<file path="src/hdl/adwc_pkg.sv">
// Package for the adaptive draft width controller: field widths, register
// indexes and reset values of the configuration registers.
// No dependencies.
`default_nettype none

package adwc_pkg;

  // Field widths
  localparam int unsigned WIDTH_W   = 7;
  localparam int unsigned TH_W      = 17;
  localparam int unsigned BUDGET_W  = 16;
  localparam int unsigned CFG_IDX_W = 3;
  localparam int unsigned S_DATA_W  = 32;
  localparam int unsigned M_DATA_W  = 32;

  // Largest width the controller will ever grant
  localparam int unsigned MAX_WIDTH_C = 64;
  localparam logic [WIDTH_W-1:0] WIDTH_CAP = WIDTH_W'(MAX_WIDTH_C);

  // Default number of fraction bits of the acceptance average
  localparam int unsigned FRAC_BITS_DEF = 16;

  // Configuration register indexes
  localparam logic [CFG_IDX_W-1:0] CFG_MIN_WIDTH    = 3'd0;
  localparam logic [CFG_IDX_W-1:0] CFG_MAX_WIDTH    = 3'd1;
  localparam logic [CFG_IDX_W-1:0] CFG_WARMUP_WIDTH = 3'd2;
  localparam logic [CFG_IDX_W-1:0] CFG_GROW_TH      = 3'd3;
  localparam logic [CFG_IDX_W-1:0] CFG_SHRINK_TH    = 3'd4;

  // Item kinds
  localparam logic KIND_PLAN    = 1'b0;
  localparam logic KIND_OBSERVE = 1'b1;

  // Reset values
  localparam logic [WIDTH_W-1:0] MIN_WIDTH_RST    = 7'd1;
  localparam logic [WIDTH_W-1:0] MAX_WIDTH_RST    = 7'd8;
  localparam logic [WIDTH_W-1:0] WARMUP_WIDTH_RST = 7'd4;
  localparam logic [TH_W-1:0]    GROW_TH_RST      = 17'd52429;
  localparam logic [TH_W-1:0]    SHRINK_TH_RST    = 17'd26214;

endpackage

`default_nettype wire

</file>
<file path="src/hdl/adaptive_draft_width_controller.sv">
// Adaptive draft width controller: plan/observe item stream, bit-serial
// acceptance ratio divider, bit-serial divide-by-five for the moving average.
// Depends on adwc_pkg.
//
//  channel | dir | handshake                   | payload
//  --------+-----+-----------------------------+-------------------------------
//  s_axis  | in  | s_axis_tvalid/s_axis_tready | tdata, tuser (item)
//  m_axis  | out | m_axis_tvalid/m_axis_tready | tdata (result)
//  cfg     | in  | cfg_valid_i/cfg_ready_o     | cfg_index_i, cfg_data_i
//
// Plan items and observe items with nothing proposed go straight to the finish
// state. An observe item runs the ratio divider; the first one after reset or a
// config write then sets the average to the ratio, later ones first add the
// divide-by-five pass, average = (4*average + ratio)/5, before the width update.
// The output register lets the next item in while a result waits; a stalled
// output holds the core in its finish state. Reset is asynchronous, active low.
`default_nettype none

module adaptive_draft_width_controller #(
  parameter int unsigned FRAC_BITS = adwc_pkg::FRAC_BITS_DEF
) (
  input  wire                                 clk_i,
  input  wire                                 rst_ni,
  // Item stream in
  input  wire                                 s_axis_tvalid,
  output logic                                s_axis_tready,
  // [15:0] remaining_budget, [22:16] proposed, [29:23] accepted, [31:30] zero
  input  wire  [adwc_pkg::S_DATA_W-1:0]       s_axis_tdata,
  // [0] kind
  input  wire                                 s_axis_tuser,
  // Result stream out
  output logic                                m_axis_tvalid,
  input  wire                                 m_axis_tready,
  // [6:0] draft_width, [13:7] current_width, [30:14] acceptance_ema, [31] zero
  output logic [adwc_pkg::M_DATA_W-1:0]       m_axis_tdata,
  // Configuration writes
  input  wire                                 cfg_valid_i,
  output logic                                cfg_ready_o,
  input  wire  [adwc_pkg::CFG_IDX_W-1:0]      cfg_index_i,
  input  wire  [adwc_pkg::TH_W-1:0]           cfg_data_i
);

  import adwc_pkg::*;

  localparam int unsigned EW    = FRAC_BITS + 1;     // average / ratio width
  localparam int unsigned SUM_W = FRAC_BITS + 3;     // 4*ema + ratio
  localparam int unsigned CW    = (EW > TH_W) ? EW : TH_W;
  localparam int unsigned CNT_W = $clog2(FRAC_BITS + 4);

  typedef enum logic [6:0] {
    ST_IDLE  = 7'b0000001,
    ST_RATIO = 7'b0000010,
    ST_SUM   = 7'b0000100,
    ST_DIV5  = 7'b0001000,
    ST_EMA   = 7'b0010000,
    ST_WIDTH = 7'b0100000,
    ST_DONE  = 7'b1000000
  } state_e;

  state_e              state_q, state_d;
  logic [CNT_W-1:0]    cnt_q, cnt_d;
  logic [WIDTH_W-1:0]  prop_q, prop_d;
  logic [WIDTH_W-1:0]  rem_q, rem_d;
  logic [EW-1:0]       quo_q, quo_d;
  logic [SUM_W-1:0]    sum_q, sum_d;
  logic [2:0]          rem5_q, rem5_d;

  logic [WIDTH_W-1:0]  min_q, min_d, max_q, max_d, warm_q, warm_d;
  logic [TH_W-1:0]     grow_q, grow_d, shrink_q, shrink_d;
  logic [WIDTH_W-1:0]  width_q, width_d;
  logic [EW-1:0]       ema_q, ema_d;
  logic                seen_q, seen_d;
  logic [WIDTH_W-1:0]  draft_q, draft_d;

  logic                out_valid_q, out_valid_d;
  logic [M_DATA_W-1:0] out_data_q, out_data_d;

  // Item field views
  logic                in_kind;
  logic [BUDGET_W-1:0] in_budget;
  logic [WIDTH_W-1:0]  in_prop, in_acc, acc_sat;

  // Serial step helpers
  logic [WIDTH_W:0]    div_t;
  logic                div_ge;
  logic [3:0]          d5_t;
  logic                d5_ge;
  logic                out_free;
  logic [CW-1:0]       ema_ext, grow_ext, shrink_ext;

  // Config renormalization
  logic [WIDTH_W-1:0]  new_min, new_max, new_warm, n_min, n_max, n_width;

  assign in_kind   = s_axis_tuser;
  assign in_budget = s_axis_tdata[BUDGET_W-1:0];
  assign in_prop   = s_axis_tdata[22:16];
  assign in_acc    = s_axis_tdata[29:23];
  assign acc_sat   = (in_acc > in_prop) ? in_prop : in_acc;

  assign s_axis_tready = (state_q == ST_IDLE);
  assign cfg_ready_o   = 1'b1;
  assign m_axis_tvalid = out_valid_q;
  assign m_axis_tdata  = out_data_q;
  assign out_free      = !out_valid_q || m_axis_tready;

  // Ratio divider step: first step compares without shifting
  assign div_t  = (cnt_q == '0) ? {1'b0, rem_q} : {rem_q, 1'b0};
  assign div_ge = (div_t >= {1'b0, prop_q});

  // Divide-by-five step: one dividend bit per cycle
  assign d5_t  = {rem5_q, sum_q[SUM_W-1]};
  assign d5_ge = (d5_t >= 4'd5);

  assign ema_ext    = CW'(ema_q);
  assign grow_ext   = CW'(grow_q);
  assign shrink_ext = CW'(shrink_q);

  // Register values after a config write, then renormalized
  always_comb begin
    new_min  = min_q;
    new_max  = max_q;
    new_warm = warm_q;
    case (cfg_index_i)
      CFG_MIN_WIDTH:    new_min  = cfg_data_i[WIDTH_W-1:0];
      CFG_MAX_WIDTH:    new_max  = cfg_data_i[WIDTH_W-1:0];
      CFG_WARMUP_WIDTH: new_warm = cfg_data_i[WIDTH_W-1:0];
      default:          ;
    endcase
    if (new_min == '0) begin
      n_min = WIDTH_W'(1);
    end else if (new_min > WIDTH_CAP) begin
      n_min = WIDTH_CAP;
    end else begin
      n_min = new_min;
    end
    n_max = (new_max > WIDTH_CAP) ? WIDTH_CAP : new_max;
    if (n_max < n_min) begin
      n_max = n_min;
    end
    if (new_warm < n_min) begin
      n_width = n_min;
    end else if (new_warm > n_max) begin
      n_width = n_max;
    end else begin
      n_width = new_warm;
    end
  end

  // Sequencer and datapath
  always_comb begin
    state_d     = state_q;
    cnt_d       = cnt_q;
    prop_d      = prop_q;
    rem_d       = rem_q;
    quo_d       = quo_q;
    sum_d       = sum_q;
    rem5_d      = rem5_q;
    min_d       = min_q;
    max_d       = max_q;
    warm_d      = warm_q;
    grow_d      = grow_q;
    shrink_d    = shrink_q;
    width_d     = width_q;
    ema_d       = ema_q;
    seen_d      = seen_q;
    draft_d     = draft_q;
    out_valid_d = out_valid_q && !m_axis_tready;
    out_data_d  = out_data_q;

    case (state_q)
      ST_IDLE: begin
        if (s_axis_tvalid) begin
          draft_d = '0;
          state_d = ST_DONE;
          if (in_kind == KIND_PLAN) begin
            if (in_budget != '0) begin
              draft_d = ({{(BUDGET_W-WIDTH_W){1'b0}}, width_q} < in_budget) ?
                        width_q : in_budget[WIDTH_W-1:0];
            end
          end else if (in_prop != '0) begin
            prop_d  = in_prop;
            rem_d   = acc_sat;
            cnt_d   = '0;
            state_d = ST_RATIO;
          end
        end
      end
      ST_RATIO: begin
        rem_d = div_ge ? WIDTH_W'(div_t - {1'b0, prop_q}) : div_t[WIDTH_W-1:0];
        quo_d = {quo_q[EW-2:0], div_ge};
        cnt_d = cnt_q + 1'b1;
        if (cnt_q == CNT_W'(EW - 1)) begin
          state_d = seen_q ? ST_SUM : ST_EMA;
        end
      end
      ST_SUM: begin
        sum_d   = {ema_q, 2'b00} + SUM_W'(quo_q);
        rem5_d  = '0;
        cnt_d   = '0;
        state_d = ST_DIV5;
      end
      ST_DIV5: begin
        rem5_d = d5_ge ? 3'(d5_t - 4'd5) : d5_t[2:0];
        sum_d  = {sum_q[SUM_W-2:0], 1'b0};
        quo_d  = {quo_q[EW-2:0], d5_ge};
        cnt_d  = cnt_q + 1'b1;
        if (cnt_q == CNT_W'(SUM_W - 1)) begin
          state_d = ST_EMA;
        end
      end
      ST_EMA: begin
        ema_d   = quo_q;
        seen_d  = 1'b1;
        state_d = ST_WIDTH;
      end
      ST_WIDTH: begin
        if (ema_ext >= grow_ext && width_q < max_q) begin
          width_d = width_q + 1'b1;
        end else if (ema_ext <= shrink_ext && width_q > min_q) begin
          width_d = width_q - 1'b1;
        end
        state_d = ST_DONE;
      end
      ST_DONE: begin
        if (out_free) begin
          out_valid_d = 1'b1;
          out_data_d  = {1'b0, TH_W'(ema_q), width_q, draft_q};
          state_d     = ST_IDLE;
        end
      end
      default: state_d = ST_IDLE;
    endcase

    // Config write: store, renormalize, restart width and average
    if (cfg_valid_i && cfg_index_i <= CFG_SHRINK_TH) begin
      min_d   = n_min;
      max_d   = n_max;
      warm_d  = new_warm;
      width_d = n_width;
      ema_d   = '0;
      seen_d  = 1'b0;
      if (cfg_index_i == CFG_GROW_TH) begin
        grow_d = cfg_data_i;
      end
      if (cfg_index_i == CFG_SHRINK_TH) begin
        shrink_d = cfg_data_i;
      end
    end
  end

  always_ff @(posedge clk_i or negedge rst_ni) begin
    if (!rst_ni) begin
      state_q     <= ST_IDLE;
      cnt_q       <= '0;
      prop_q      <= '0;
      rem_q       <= '0;
      quo_q       <= '0;
      sum_q       <= '0;
      rem5_q      <= '0;
      min_q       <= MIN_WIDTH_RST;
      max_q       <= MAX_WIDTH_RST;
      warm_q      <= WARMUP_WIDTH_RST;
      grow_q      <= GROW_TH_RST;
      shrink_q    <= SHRINK_TH_RST;
      width_q     <= WARMUP_WIDTH_RST;
      ema_q       <= '0;
      seen_q      <= 1'b0;
      draft_q     <= '0;
      out_valid_q <= 1'b0;
      out_data_q  <= '0;
    end else begin
      state_q     <= state_d;
      cnt_q       <= cnt_d;
      prop_q      <= prop_d;
      rem_q       <= rem_d;
      quo_q       <= quo_d;
      sum_q       <= sum_d;
      rem5_q      <= rem5_d;
      min_q       <= min_d;
      max_q       <= max_d;
      warm_q      <= warm_d;
      grow_q      <= grow_d;
      shrink_q    <= shrink_d;
      width_q     <= width_d;
      ema_q       <= ema_d;
      seen_q      <= seen_d;
      draft_q     <= draft_d;
      out_valid_q <= out_valid_d;
      out_data_q  <= out_data_d;
    end
  end

  // Width stays inside the normalized bounds
  a_width_range: assert property (@(posedge clk_i) disable iff (!rst_ni)
    (min_q != '0) && (min_q <= width_q) && (width_q <= max_q) && (max_q <= WIDTH_CAP))
    else $error("width outside normalized bounds");

  // Average never exceeds one
  a_ema_bound: assert property (@(posedge clk_i) disable iff (!rst_ni)
    ema_q <= EW'(1) << FRAC_BITS)
    else $error("acceptance average above one");

  // Divider remainder stays at or below the divisor
  a_rem_bound: assert property (@(posedge clk_i) disable iff (!rst_ni)
    (state_q == ST_RATIO) |-> (rem_q <= prop_q))
    else $error("ratio remainder out of range");

  // A finished item leaves through the output register
  a_done_push: assert property (@(posedge clk_i) disable iff (!rst_ni)
    (state_q == ST_DONE && out_free) |=> (out_valid_q && state_q == ST_IDLE))
    else $error("finished item not pushed to output");

endmodule

`default_nettype wire
</file>
<file path="config.mk">
export PLATFORM = sky130hd
export DESIGN_NAME = adaptive_draft_width_controller
export DESIGN_NICKNAME = d
export VERILOG_FILES = /design/src/hdl/adwc_pkg.sv /design/src/hdl/adaptive_draft_width_controller.sv
export SDC_FILE = /design/constraint.sdc
export NUM_CORES = 1
export LEC_CHECK = 0
export ABC_AREA = 1
export CAP_MARGIN = 10
export CORE_ASPECT_RATIO = 0.9
export CORE_MARGIN = 2
export CORE_UTILIZATION = 30
export DETAILED_ROUTE_END_ITERATION = 16
export DONT_BUFFER_PORTS = 1
export PLACE_DENSITY_LB_ADDON = 0.3
export SLEW_MARGIN = 40
export SYNTH_ARGS = -nofsm -noshare
export SYNTH_HDL_FRONTEND = slang
export SYNTH_SLANG_ARGS = --single-unit
</file>
<file path="constraint.sdc">
create_clock -name clk_i -period 6.65 [get_ports clk_i]
set_input_delay 1.33 -clock clk_i [delete_from_list [all_inputs] [get_ports clk_i]]
set_output_delay 1.33 -clock clk_i [all_outputs]
set_load 0.05 [all_outputs]
</file>
==> results.sh, run 1 <==
export IMPL_status="finished, final reports clean"
export IMPL_dp_hpwl_um=22570
export IMPL_syn_num_nets=1670
export IMPL_h_tree_depth=4
export IMPL_synth_most_common_cell="nand2_1"
export IMPL_worstHoldPathType="register to register"
export IMPL_die_x_um=211.6
export IMPL_slew_violations=0
export IMPL_power_leakage_nw=6.257
export IMPL_hold_slack_ns=0.4868
export IMPL_worst_r2r_setup_slack_ns=2.59
export IMPL_synth_edff_count=0
export IMPL_drt_first_pass_iters=5
export IMPL_placementRows=68
export IMPL_max_freq_mhz=188.9
export IMPL_routedWlPerCell_um=15.11
export IMPL_cts_made_buffers=17
export IMPL_ctsResizeCount=0
export IMPL_clock_sinks=184
export IMPL_worstPathRequired_ns=7.03
export IMPL_ys_seq_area_share_pct=39.82
export IMPL_fp_dieH_um=190.8
export IMPL_ys_ff_latch=184
export IMPL_cap_violations=0
export IMPL_viasPerCell=4.865
export IMPL_hold_viol=0
export IMPL_netlist_instances=1498
export IMPL_pin_count=93
export IMPL_antenna_found_initial=0
export IMPL_fin_nets=1657
export IMPL_area_growth_pct=9.380
export IMPL_final_antenna_net_count=0
export IMPL_avgSynthCellArea_um2=7.765
export IMPL_crit_type="input pin to register"
export IMPL_yosysTopAreaCellShare_pct=34.85
export IMPL_relSlewSlack_pct=50.62
export IMPL_synth_cell_types=53
export IMPL_async_flop_share_pct=100.0
export IMPL_cts_max_path_buffers=2
export IMPL_drc_errors=0
export IMPL_clock_skew_ns=0.01241
export IMPL_yosys_warnings=0
export IMPL_tritoncts="done"
export IMPL_critPathLaunchType="input pin"
export IMPL_overflow=0
export IMPL_clk_insertion_delay_late_ns=0.45
export IMPL_drt_iter0_drc=741
export IMPL_yosysTopAreaCell="dfrtp_1"
export IMPL_cts_hold_buf=0
export IMPL_critPathMaxFanout=15
export IMPL_numPortBuffers=0
export IMPL_start_util_pct=30.38
export IMPL_period_share_pct=79.59
export IMPL_crit_path_end_kind="register"
export IMPL_grt_max_degree=185
export IMPL_synth_main_ff_cell="dfrtp_1"
export IMPL_core_area_um2=38290
export IMPL_drive_gt1_share_pct=7.009
export IMPL_wirelength_um=30040
export IMPL_ys_top_cells_by_count="nand2_1 (352), inv_1 (231), o21ai_0 (172)"
export IMPL_rsz0062_at_grt="no"
export IMPL_via_count=9672
export IMPL_grt_pass1_vias=9359
export IMPL_grt_util_all_layers_pct=15.38
export IMPL_post_cts_setup_buffer_count=0
export IMPL_gp_congestion=0.8744
export IMPL_ir_drop_mv=0.2024
export IMPL_setup_violations=0
export IMPL_arrival_ns=5.67
export IMPL_worst_slew_pin_transition_ns=0.7407
export IMPL_grt_pass1_wl_um=49450
export IMPL_powerDensity_nw_per_um2=380.8
export IMPL_die_area_um2=40370
export IMPL_synthTopCellsByArea="dfrtp_1 (35%), ha_1 (12%), nand2_1 (11%)"
export IMPL_fin_tns_setup_ns=0
export IMPL_clockRootBuffer="clkbuf_16"
export IMPL_min_period_ns=5.293
export IMPL_cts_clk_slew_worst_paths_ns=0.08
export IMPL_netlist_area_um2=11630
export IMPL_num_antenna_cells=0
registers in the layout, indices dropped and copies added, names as in the netlist:
register       flops
m_axis_tvalid      1
shrink_ext        17
cnt_q              5
width_q            7
prop_q             7
ema_ext           17
state_q            7
warm_q             7
grow_ext          17
draft_q            7
seen_q             1
quo_q             17
m_axis_tdata      31
min_q              7
max_q              7
sum_q             19
rem5_q             3
rem_q              7
routing by layer:
layer  track usage (%)  part of all wire, %  vias up  wire (µm)
met4             2.871                 0.86        0        258
met1             21.03                   48     4583      14550
met5                 0                    0        -          0
met3             3.788                  5.2       20       1549
met2             24.78                   46      159      13690
li1                  -                    -     4910          -
worst max-delay path, stage by stage:
cell	delay (ns)
inv_2	0.20
nand3_1	0.45
nand2_1	0.17
o21ai_0	0.14
nor4_1	0.34
nand3_1	0.11
nand2_1	0.13
nand2_1	0.10
inv_1	0.07
ha_1	0.23
a21oi_1	0.15
nor2_1	0.06
a211oi_1	0.16
buf_4	0.20
nand2_4	0.09
nand2_1	0.09
nand2_1	0.09
ha_1	0.30
a21oi_1	0.15
nor2_1	0.05
a211oi_1	0.25
a22oi_1	0.11
buf_4	0.20
nor2_1	0.11
a21oi_1	0.05
nand2_1	0.13
nand2_1	0.08
a21oi_1	0.12
stage by stage:
step / instance area [µm²] / std cells / util, % / power, mW / worst slack, ns
3_3_place_gp: 12110 / 1954 / 31.63 / 3.754 / 1.060
6_report: 12720 / 1988 / 33.23 / 4.845 / 1.357
3_5_place_dp: 12140 / 1956 / 31.71 / 3.827 / 0.9805
2_1_floorplan: 11630 / 1498 / - / 3.304 / 1.485
5_1_grt: 12720 / 1988 / 33.23 / 5.285 / 0.8122
4_1_cts: 12720 / 1988 / 33.23 / 4.885 / 1.430
where the power goes:
group	internal (mW)	switching, mW
clock	0.534	0.500
combinational	0.749	1.29
sequential	1.38	0.400
cells in the final DEF (no fill, tap or decap), drive strengths merged, types with 2 or more instances in the layout:
cell type  instances
clkinv             4
nor2              89
a21oi             90
buf                7
o21a               2
ha               111
o22ai             27
fa                 3
o21bai             3
xor2               9
a21o               3
nor3b              3
nand2            362
mux2               6
nor3               8
xnor2              3
a211oi             5
clkbuf            18
nand4             13
o211ai            15
inv              244
nor4               8
dfstp             22
nand3             68
conb               2
o221ai             7
dfrtp            162
o21ai            179
or2                6
a31oi              9
final timing paths:
check / endpoint / depth (start not counted) / startpoint
worst max-delay path: width_q[1]$_DFFE_PN0P_ / 28 / cfg_index_i[2]
max in group asynchronous: state_q[0]$_DFFE_PN1P_ / 0 / rst_ni
worst min register to register: warm_q[5]$_DFFE_PN0P_ / 2 / warm_q[5]$_DFFE_PN0P_
worst min-delay path: warm_q[5]$_DFFE_PN0P_ / 2 / warm_q[5]$_DFFE_PN0P_
worst max register to register: width_q[1]$_DFFE_PN0P_ / 26 / max_q[0]$_DFFE_PN0P_
min in group asynchronous: warm_q[6]$_DFFE_PN0P_ / 0 / rst_ni
final cells by class:
| cell class | instances | area, µm² |
|---|---|---|
| timing repair buffer | 7 | 52.55 |
| clock inverter | 14 | 150.1 |
| multi-input combinational | 1039 | 5961 |
| sequential | 184 | 4632 |
| fill | 4063 | 25560 |
| tap | 490 | 613.1 |
| clock buffer | 18 | 429.2 |
| inverter | 236 | 885.9 |
kinds of logic (layout without fill, tap and decap cells):
logic type | count (synthesis) | in the layout | synth area share (%)
muxes | 6 | 6 | 0.5808
other | 2 | 2 | 0.06456
xor gates and xnor gates | 12 | 12 | 0.9036
buffers and inverters | 275 | 275 | 9.164
DFF | 184 | 184 | 39.82
AOI/OAI and AO/OA | 347 | 347 | 16.66
and+or+nand+nor | 558 | 558 | 20.35
adders and majority gates | 114 | 114 | 12.46
Power figures use the tool's default switching activity.
==> run 2, diff against run 1 <==
==> constraint.sdc (replaced) <==
create_clock -name clk_i -period 4.8 [get_ports clk_i]
set_input_delay 0.96 -clock clk_i [delete_from_list [all_inputs] [get_ports clk_i]]
set_output_delay 0.96 -clock clk_i [all_outputs]
set_load 0.05 [all_outputs]
==> results.sh, run 2 (synthesis gave the netlist of run 1 again) <==
export IMPL_multiInputGateArea_um2=5954
export IMPL_min_period_ns=4.247
export IMPL_grt_pass1_wl_um=49820
export IMPL_met3_usage_pct=3.179
export IMPL_critPathTopFamily="simple AND/OR/NAND/NOR gates"
export IMPL_ctsResizeCount=0
export IMPL_pre_cts_ws_ns=0.1467
export IMPL_fin_nets=1667
export IMPL_stdcell_area_um2=12780
export IMPL_routedWlPerCell_um=14.98
export IMPL_critPathLaunchType="input pin"
export IMPL_largest_reg_flops=31
export IMPL_worstHoldPathType="input pin to asynchronous set/reset pin"
export IMPL_slowest_delay_ns=0.29
export IMPL_slew_violations=0
export IMPL_status="finished, final reports clean"
export IMPL_pin_count=93
export IMPL_power_internal_mw=3.673
export IMPL_grt_busiest_layer="met2"
export IMPL_reg2reg_depth=28
export IMPL_cts_made_buffers=17
export IMPL_via_count=9689
export IMPL_power_leakage_nw=6.295
export IMPL_cts_max_path_buffers=2
export IMPL_dp_cells=1966
export IMPL_numPortBuffers=0
export IMPL_setup_violations=0
export IMPL_drive_gt1_share_pct=7.493
export IMPL_worst_slew_pin_transition_ns=0.7874
export IMPL_die_x_um=211.6
export IMPL_viasPerCell=4.849
export IMPL_core_area_um2=38290
export IMPL_clockRootBuffer="clkbuf_16"
export IMPL_clk_insertion_delay_late_ns=0.46
export IMPL_cts_clk_slew_worst_paths_ns=0.08
export IMPL_ir_drop_mv=0.3012
export IMPL_critPathMaxFanout=14
export IMPL_slowest_stage="nor4_1"
export IMPL_mostFrequentLayoutCell="nand2_1"
export IMPL_cpMostUsedCell="nand2_1"
export IMPL_drt_first_pass_iters=7
export IMPL_use_met2_pct=24.65
export IMPL_drt_iter0_drc=645
export IMPL_overflow=0
export IMPL_drc_errors=0
export IMPL_clock_sinks=184
export IMPL_wirelength_um=29940
export IMPL_clock_skew_ns=0.01646
export IMPL_die_area_um2=40370
export IMPL_fin_ws_ns=0.5526
export IMPL_fillers=4069
export IMPL_num_antenna_cells=0
export IMPL_critPathBufInv=5
export IMPL_grt_pass1_vias=9466
export IMPL_start_util_pct=30.38
export IMPL_worst_r2r_setup_slack_ns=0.92
export IMPL_placementRows=68
export IMPL_fin_tns_setup_ns=0
export IMPL_rsz0062_at_grt="no"
export IMPL_instances_no_fill=1998
export IMPL_powerDensity_nw_per_um2=524.5
export IMPL_clockPowerShare_pct=20.9
export IMPL_max_freq_mhz=235.4
export IMPL_fp_dieH_um=190.8
export IMPL_h_tree_depth=4
export IMPL_netSwitchingPower_mw=3.029
export IMPL_relSlewSlack_pct=47.31
export IMPL_worstPathRequired_ns=5.20
export IMPL_swShare_pct=45.19
export IMPL_crit_path_end_kind="register"
export IMPL_layout_common_cells="nand2_1 (350), inv_1 (231), o21ai_0 (172), dfrtp_1 (162), ha_1 (111)"
export IMPL_final_antenna_net_count=0
export IMPL_tritoncts="done"
export IMPL_grt_max_degree=185
export IMPL_cts_hold_buf=0
export IMPL_met1_usage_pct=21.39
export IMPL_crit_type="input pin to register"
export IMPL_period_share_pct=88.49
export IMPL_hold_viol=0
export IMPL_area_growth_pct=9.853
export IMPL_post_cts_setup_buffer_count=0
export IMPL_dp_hpwl_um=22780
export IMPL_place_area_um2=12210
export IMPL_comb_power_share_pct=42.3
export IMPL_cap_violations=0
export IMPL_path_depth=29
export IMPL_grt_util_all_layers_pct=15.52
export IMPL_power_share_sequential_pct=36.9
export IMPL_arrival_ns=4.64
export IMPL_total_power_mw=6.702
export IMPL_antenna_found_initial=0
export IMPL_regArea_um2=4632
export IMPL_gp_congestion=0.8728
[run 2: worst register-to-register path: cells and delay by family, from the launching register on]
family                     cells  cell delay [ns]
AOI/OAI and AO/OA              8             1.05
adders and majority gates      2             0.52
buffers and inverters          5             0.65
DFF                            1             0.38
and+or+nand+nor               13             1.24
[run 2: worst paths after layout]
check                                              to                        from
min                             warm_q[3]$_DFFE_PN0P_                      rst_ni
max in group asynchronous      state_q[0]$_DFFE_PN1P_                      rst_ni
max reg2reg                    width_q[2]$_DFFE_PN1P_        max_q[4]$_DFFE_PN0P_
max                            width_q[2]$_DFFE_PN1P_              cfg_index_i[1]
min in group clk_i         shrink_ext[16]$_DFFE_PN0P_  shrink_ext[16]$_DFFE_PN0P_
min reg2reg                shrink_ext[16]$_DFFE_PN0P_  shrink_ext[16]$_DFFE_PN0P_
[run 2: per-stage QoR]
| stage | hold WS, ns | util, % |
|---|---|---|
| 2_1_floorplan | 0.4492 | - |
| 3_3_place_gp | 0.4625 | 31.82 |
| 3_5_place_dp | 0.4710 | 31.88 |
| 4_1_cts | 0.1772 | 33.36 |
| 5_1_grt | 0.1774 | 33.38 |
| 6_report | 0.1978 | 33.38 |
[run 2: power groups by stage]
| stage | Sequential [mW] | Clock [mW] | Combinational (mW) |
|---|---|---|---|
| 6_report | 2.47 | 1.40 | 2.83 |
| 5_1_grt | 2.51 | 1.49 | 3.29 |
| 2_1_floorplan | 2.38 | 0 | 2.20 |
| 3_5_place_dp | 2.50 | 0 | 2.81 |
| 4_1_cts | 2.47 | 1.43 | 2.83 |
| 3_3_place_gp | 2.49 | 0 | 2.72 |
[run 2: area by class of cell]
type                       count  share of cell area, %
clock buffer                  20                  3.574
sequential                   184                  36.25
multi-input combinational   1039                  46.60
tap                          490                  4.798
clock inverter                12                 0.8519
inverter                     236                  6.932
timing repair buffer          17                 0.9987
[run 2: metal layers]
layer / part of all wire (%) / routed length [µm]
met3: 4.7 / 1400
met4: 1.5 / 450
met1: 49 / 14610
met5: 0 / 0
met2: 45 / 13480
==> run 3, diff against run 2 <==
--- a/config.mk
+++ b/config.mk
@@ -9,7 +9,7 @@
 export CAP_MARGIN = 10
 export CORE_ASPECT_RATIO = 0.9
 export CORE_MARGIN = 2
-export CORE_UTILIZATION = 30
+export CORE_UTILIZATION = 29
 export DETAILED_ROUTE_END_ITERATION = 16
 export DONT_BUFFER_PORTS = 1
 export PLACE_DENSITY_LB_ADDON = 0.3
==> results.sh, run 3 (synthesis gave the netlist of run 1 again) <==
export IMPL_status="finished, final reports clean"
export IMPL_setup_violations=0
export IMPL_drc_errors=0
export IMPL_worstPathRequired_ns=5.17
export IMPL_ctsResizeCount=0
export IMPL_drive_gt1_share_pct=7.621
export IMPL_placementRows=69
export IMPL_cts_hold_buf=0
export IMPL_critPathBufInv=5
export IMPL_grt_max_degree=185
export IMPL_worstHoldPathType="input pin to asynchronous set/reset pin"
export IMPL_drt_iter0_drc=738
export IMPL_start_util_pct=29.42
export IMPL_stdcell_area_um2=12880
export IMPL_worst_slew_pin_transition_ns=0.8370
export IMPL_fin_util_pct=32.58
export IMPL_grt_util_all_layers_pct=14.72
export IMPL_crit_type="input pin to register"
export IMPL_grt_pass1_vias=9565
export IMPL_post_cts_setup_buffer_count=0
export IMPL_slew_violations=0
export IMPL_critPathLaunchType="input pin"
export IMPL_die_area_um2=41730
export IMPL_die_x_um=215.1
export IMPL_core_area_um2=39540
export IMPL_fp_dieH_um=194
export IMPL_max_freq_mhz=231.6
export IMPL_drt_first_pass_iters=5
export IMPL_fin_tns_setup_ns=0
export IMPL_layout_common_cells="nand2_1 (350), inv_1 (231), o21ai_0 (172), dfrtp_1 (162), ha_1 (111)"
export IMPL_gp_congestion=0.8836
export IMPL_tritoncts="done"
export IMPL_clockRootBuffer="clkbuf_16"
export IMPL_hold_slack_ns=0.1919
export IMPL_crit_path_end_kind="register"
export IMPL_mostFrequentLayoutCell="nand2_1"
export IMPL_cap_violations=0
export IMPL_routedWlPerCell_um=14.72
export IMPL_largest_reg_flops=31
export IMPL_critPathTopFamily="simple AND/OR/NAND/NOR gates"
export IMPL_cts_clk_slew_worst_paths_ns=0.08
export IMPL_wirelength_um=30040
export IMPL_fin_nets=1668
export IMPL_area_growth_pct=10.76
export IMPL_cts_max_path_buffers=2
export IMPL_place_area_um2=12270
export IMPL_powerDensity_nw_per_um2=526.8
export IMPL_slowest_delay_ns=0.29
export IMPL_clock_sinks=184
export IMPL_num_antenna_cells=0
export IMPL_grt_pass1_wl_um=49910
export IMPL_viasPerCell=4.790
export IMPL_numPortBuffers=0
export IMPL_overflow=0
export IMPL_critPathMaxFanout=14
export IMPL_pin_count=93
export IMPL_cts_made_buffers=17
export IMPL_dp_hpwl_um=22590
export IMPL_via_count=9777
export IMPL_power_leakage_nw=6.319
export IMPL_ir_drop_mv=0.2713
export IMPL_fillers=4275
export IMPL_relSlewSlack_pct=44.00
export IMPL_h_tree_depth=4
export IMPL_rsz0062_at_grt="no"
export IMPL_antenna_found_initial=0
export IMPL_final_antenna_net_count=0
export IMPL_slowest_stage="ha_1"
export IMPL_hold_viol=0
export IMPL_clk_insertion_delay_late_ns=0.45
export IMPL_clock_skew_ns=0.01447
export IMPL_arrival_ns=4.69
export IMPL_cpMostUsedCell="nand2_1"
export IMPL_min_period_ns=4.318
export IMPL_period_share_pct=89.96
-- run 3: cell types whose count changed in the layout (fill, tap and decap cells not counted) --
cell       previous run  this run
buf_4                15        16
clkbuf_1              1         0
clkinv_4              2         4
clkinv_8              0         1
clkbuf_8              2         0
bufinv_16             0         2
inv_6                 7         5
-- run 3: per-stage QoR --
stage | std cells | setup WS [ns] | total power, mW
5_1_grt | 2041 | 0.1394 | 7.393
3_3_place_gp | 2007 | 0.1277 | 5.227
2_1_floorplan | 1498 | 0.004858 | 4.577
6_report | 2041 | 0.4819 | 6.787
4_1_cts | 2041 | 0.5527 | 6.826
3_5_place_dp | 2009 | 0.08156 | 5.306
-- run 3: area by class of cell --
class | instances | area (µm²) | area share, %
Sequential cell | 184 | 4632 | 35.95
Inverter | 236 | 885.9 | 6.876
Clock buffer | 17 | 425.4 | 3.302
Timing Repair Buffer | 18 | 135.1 | 1.049
Multi-Input combinational cell | 1039 | 5954 | 46.22
Clock inverter | 15 | 185.2 | 1.437
Tap cell | 532 | 665.6 | 5.167
-- run 3: worst reg2reg max path, delay by kind of cell (launching register included) --
family	cells	cell delay [ns]
adders and majority gates	2	0.52
DFF	1	0.38
and+or+nand+nor	13	1.27
AOI/OAI and AO/OA	8	1.07
buffers and inverters	5	0.68
-- run 3: worst paths after layout --
path	to	cells past startpoint	start	slack, ns
min in group clk_i	shrink_ext[8]$_DFFE_PN0P_	2	shrink_ext[8]$_DFFE_PN0P_	0.49
worst max register to register	width_q[1]$_DFFE_PN0P_	28	max_q[4]$_DFFE_PN0P_	0.82
worst min register to register	shrink_ext[8]$_DFFE_PN0P_	2	shrink_ext[8]$_DFFE_PN0P_	0.49
max in group asynchronous	grow_ext[6]$_DFFE_PN1P_	0	rst_ni	4.20
worst max-delay path	width_q[1]$_DFFE_PN0P_	29	cfg_index_i[1]	0.48
worst min-delay path	warm_q[0]$_DFFE_PN0P_	0	rst_ni	0.19
-- run 3: power by group --
| part | internal [mW] | switching [mW] |
|---|---|---|
| Combinational | 1.05 | 1.77 |
| Sequential | 1.91 | 0.565 |
| Clock | 0.791 | 0.698 |
| Total | 3.75 | 3.04 |
-- run 3: metal layers --
layer / GRT usage (%) / vias up / share of wire (%)
li1: - / 4941 / -
met1: 20.57 / 4594 / 49
met2: 22.61 / 202 / 44
met3: 3.514 / 40 / 4.9
met4: 4.291 / 0 / 1.9
met5: 0 / - / 0
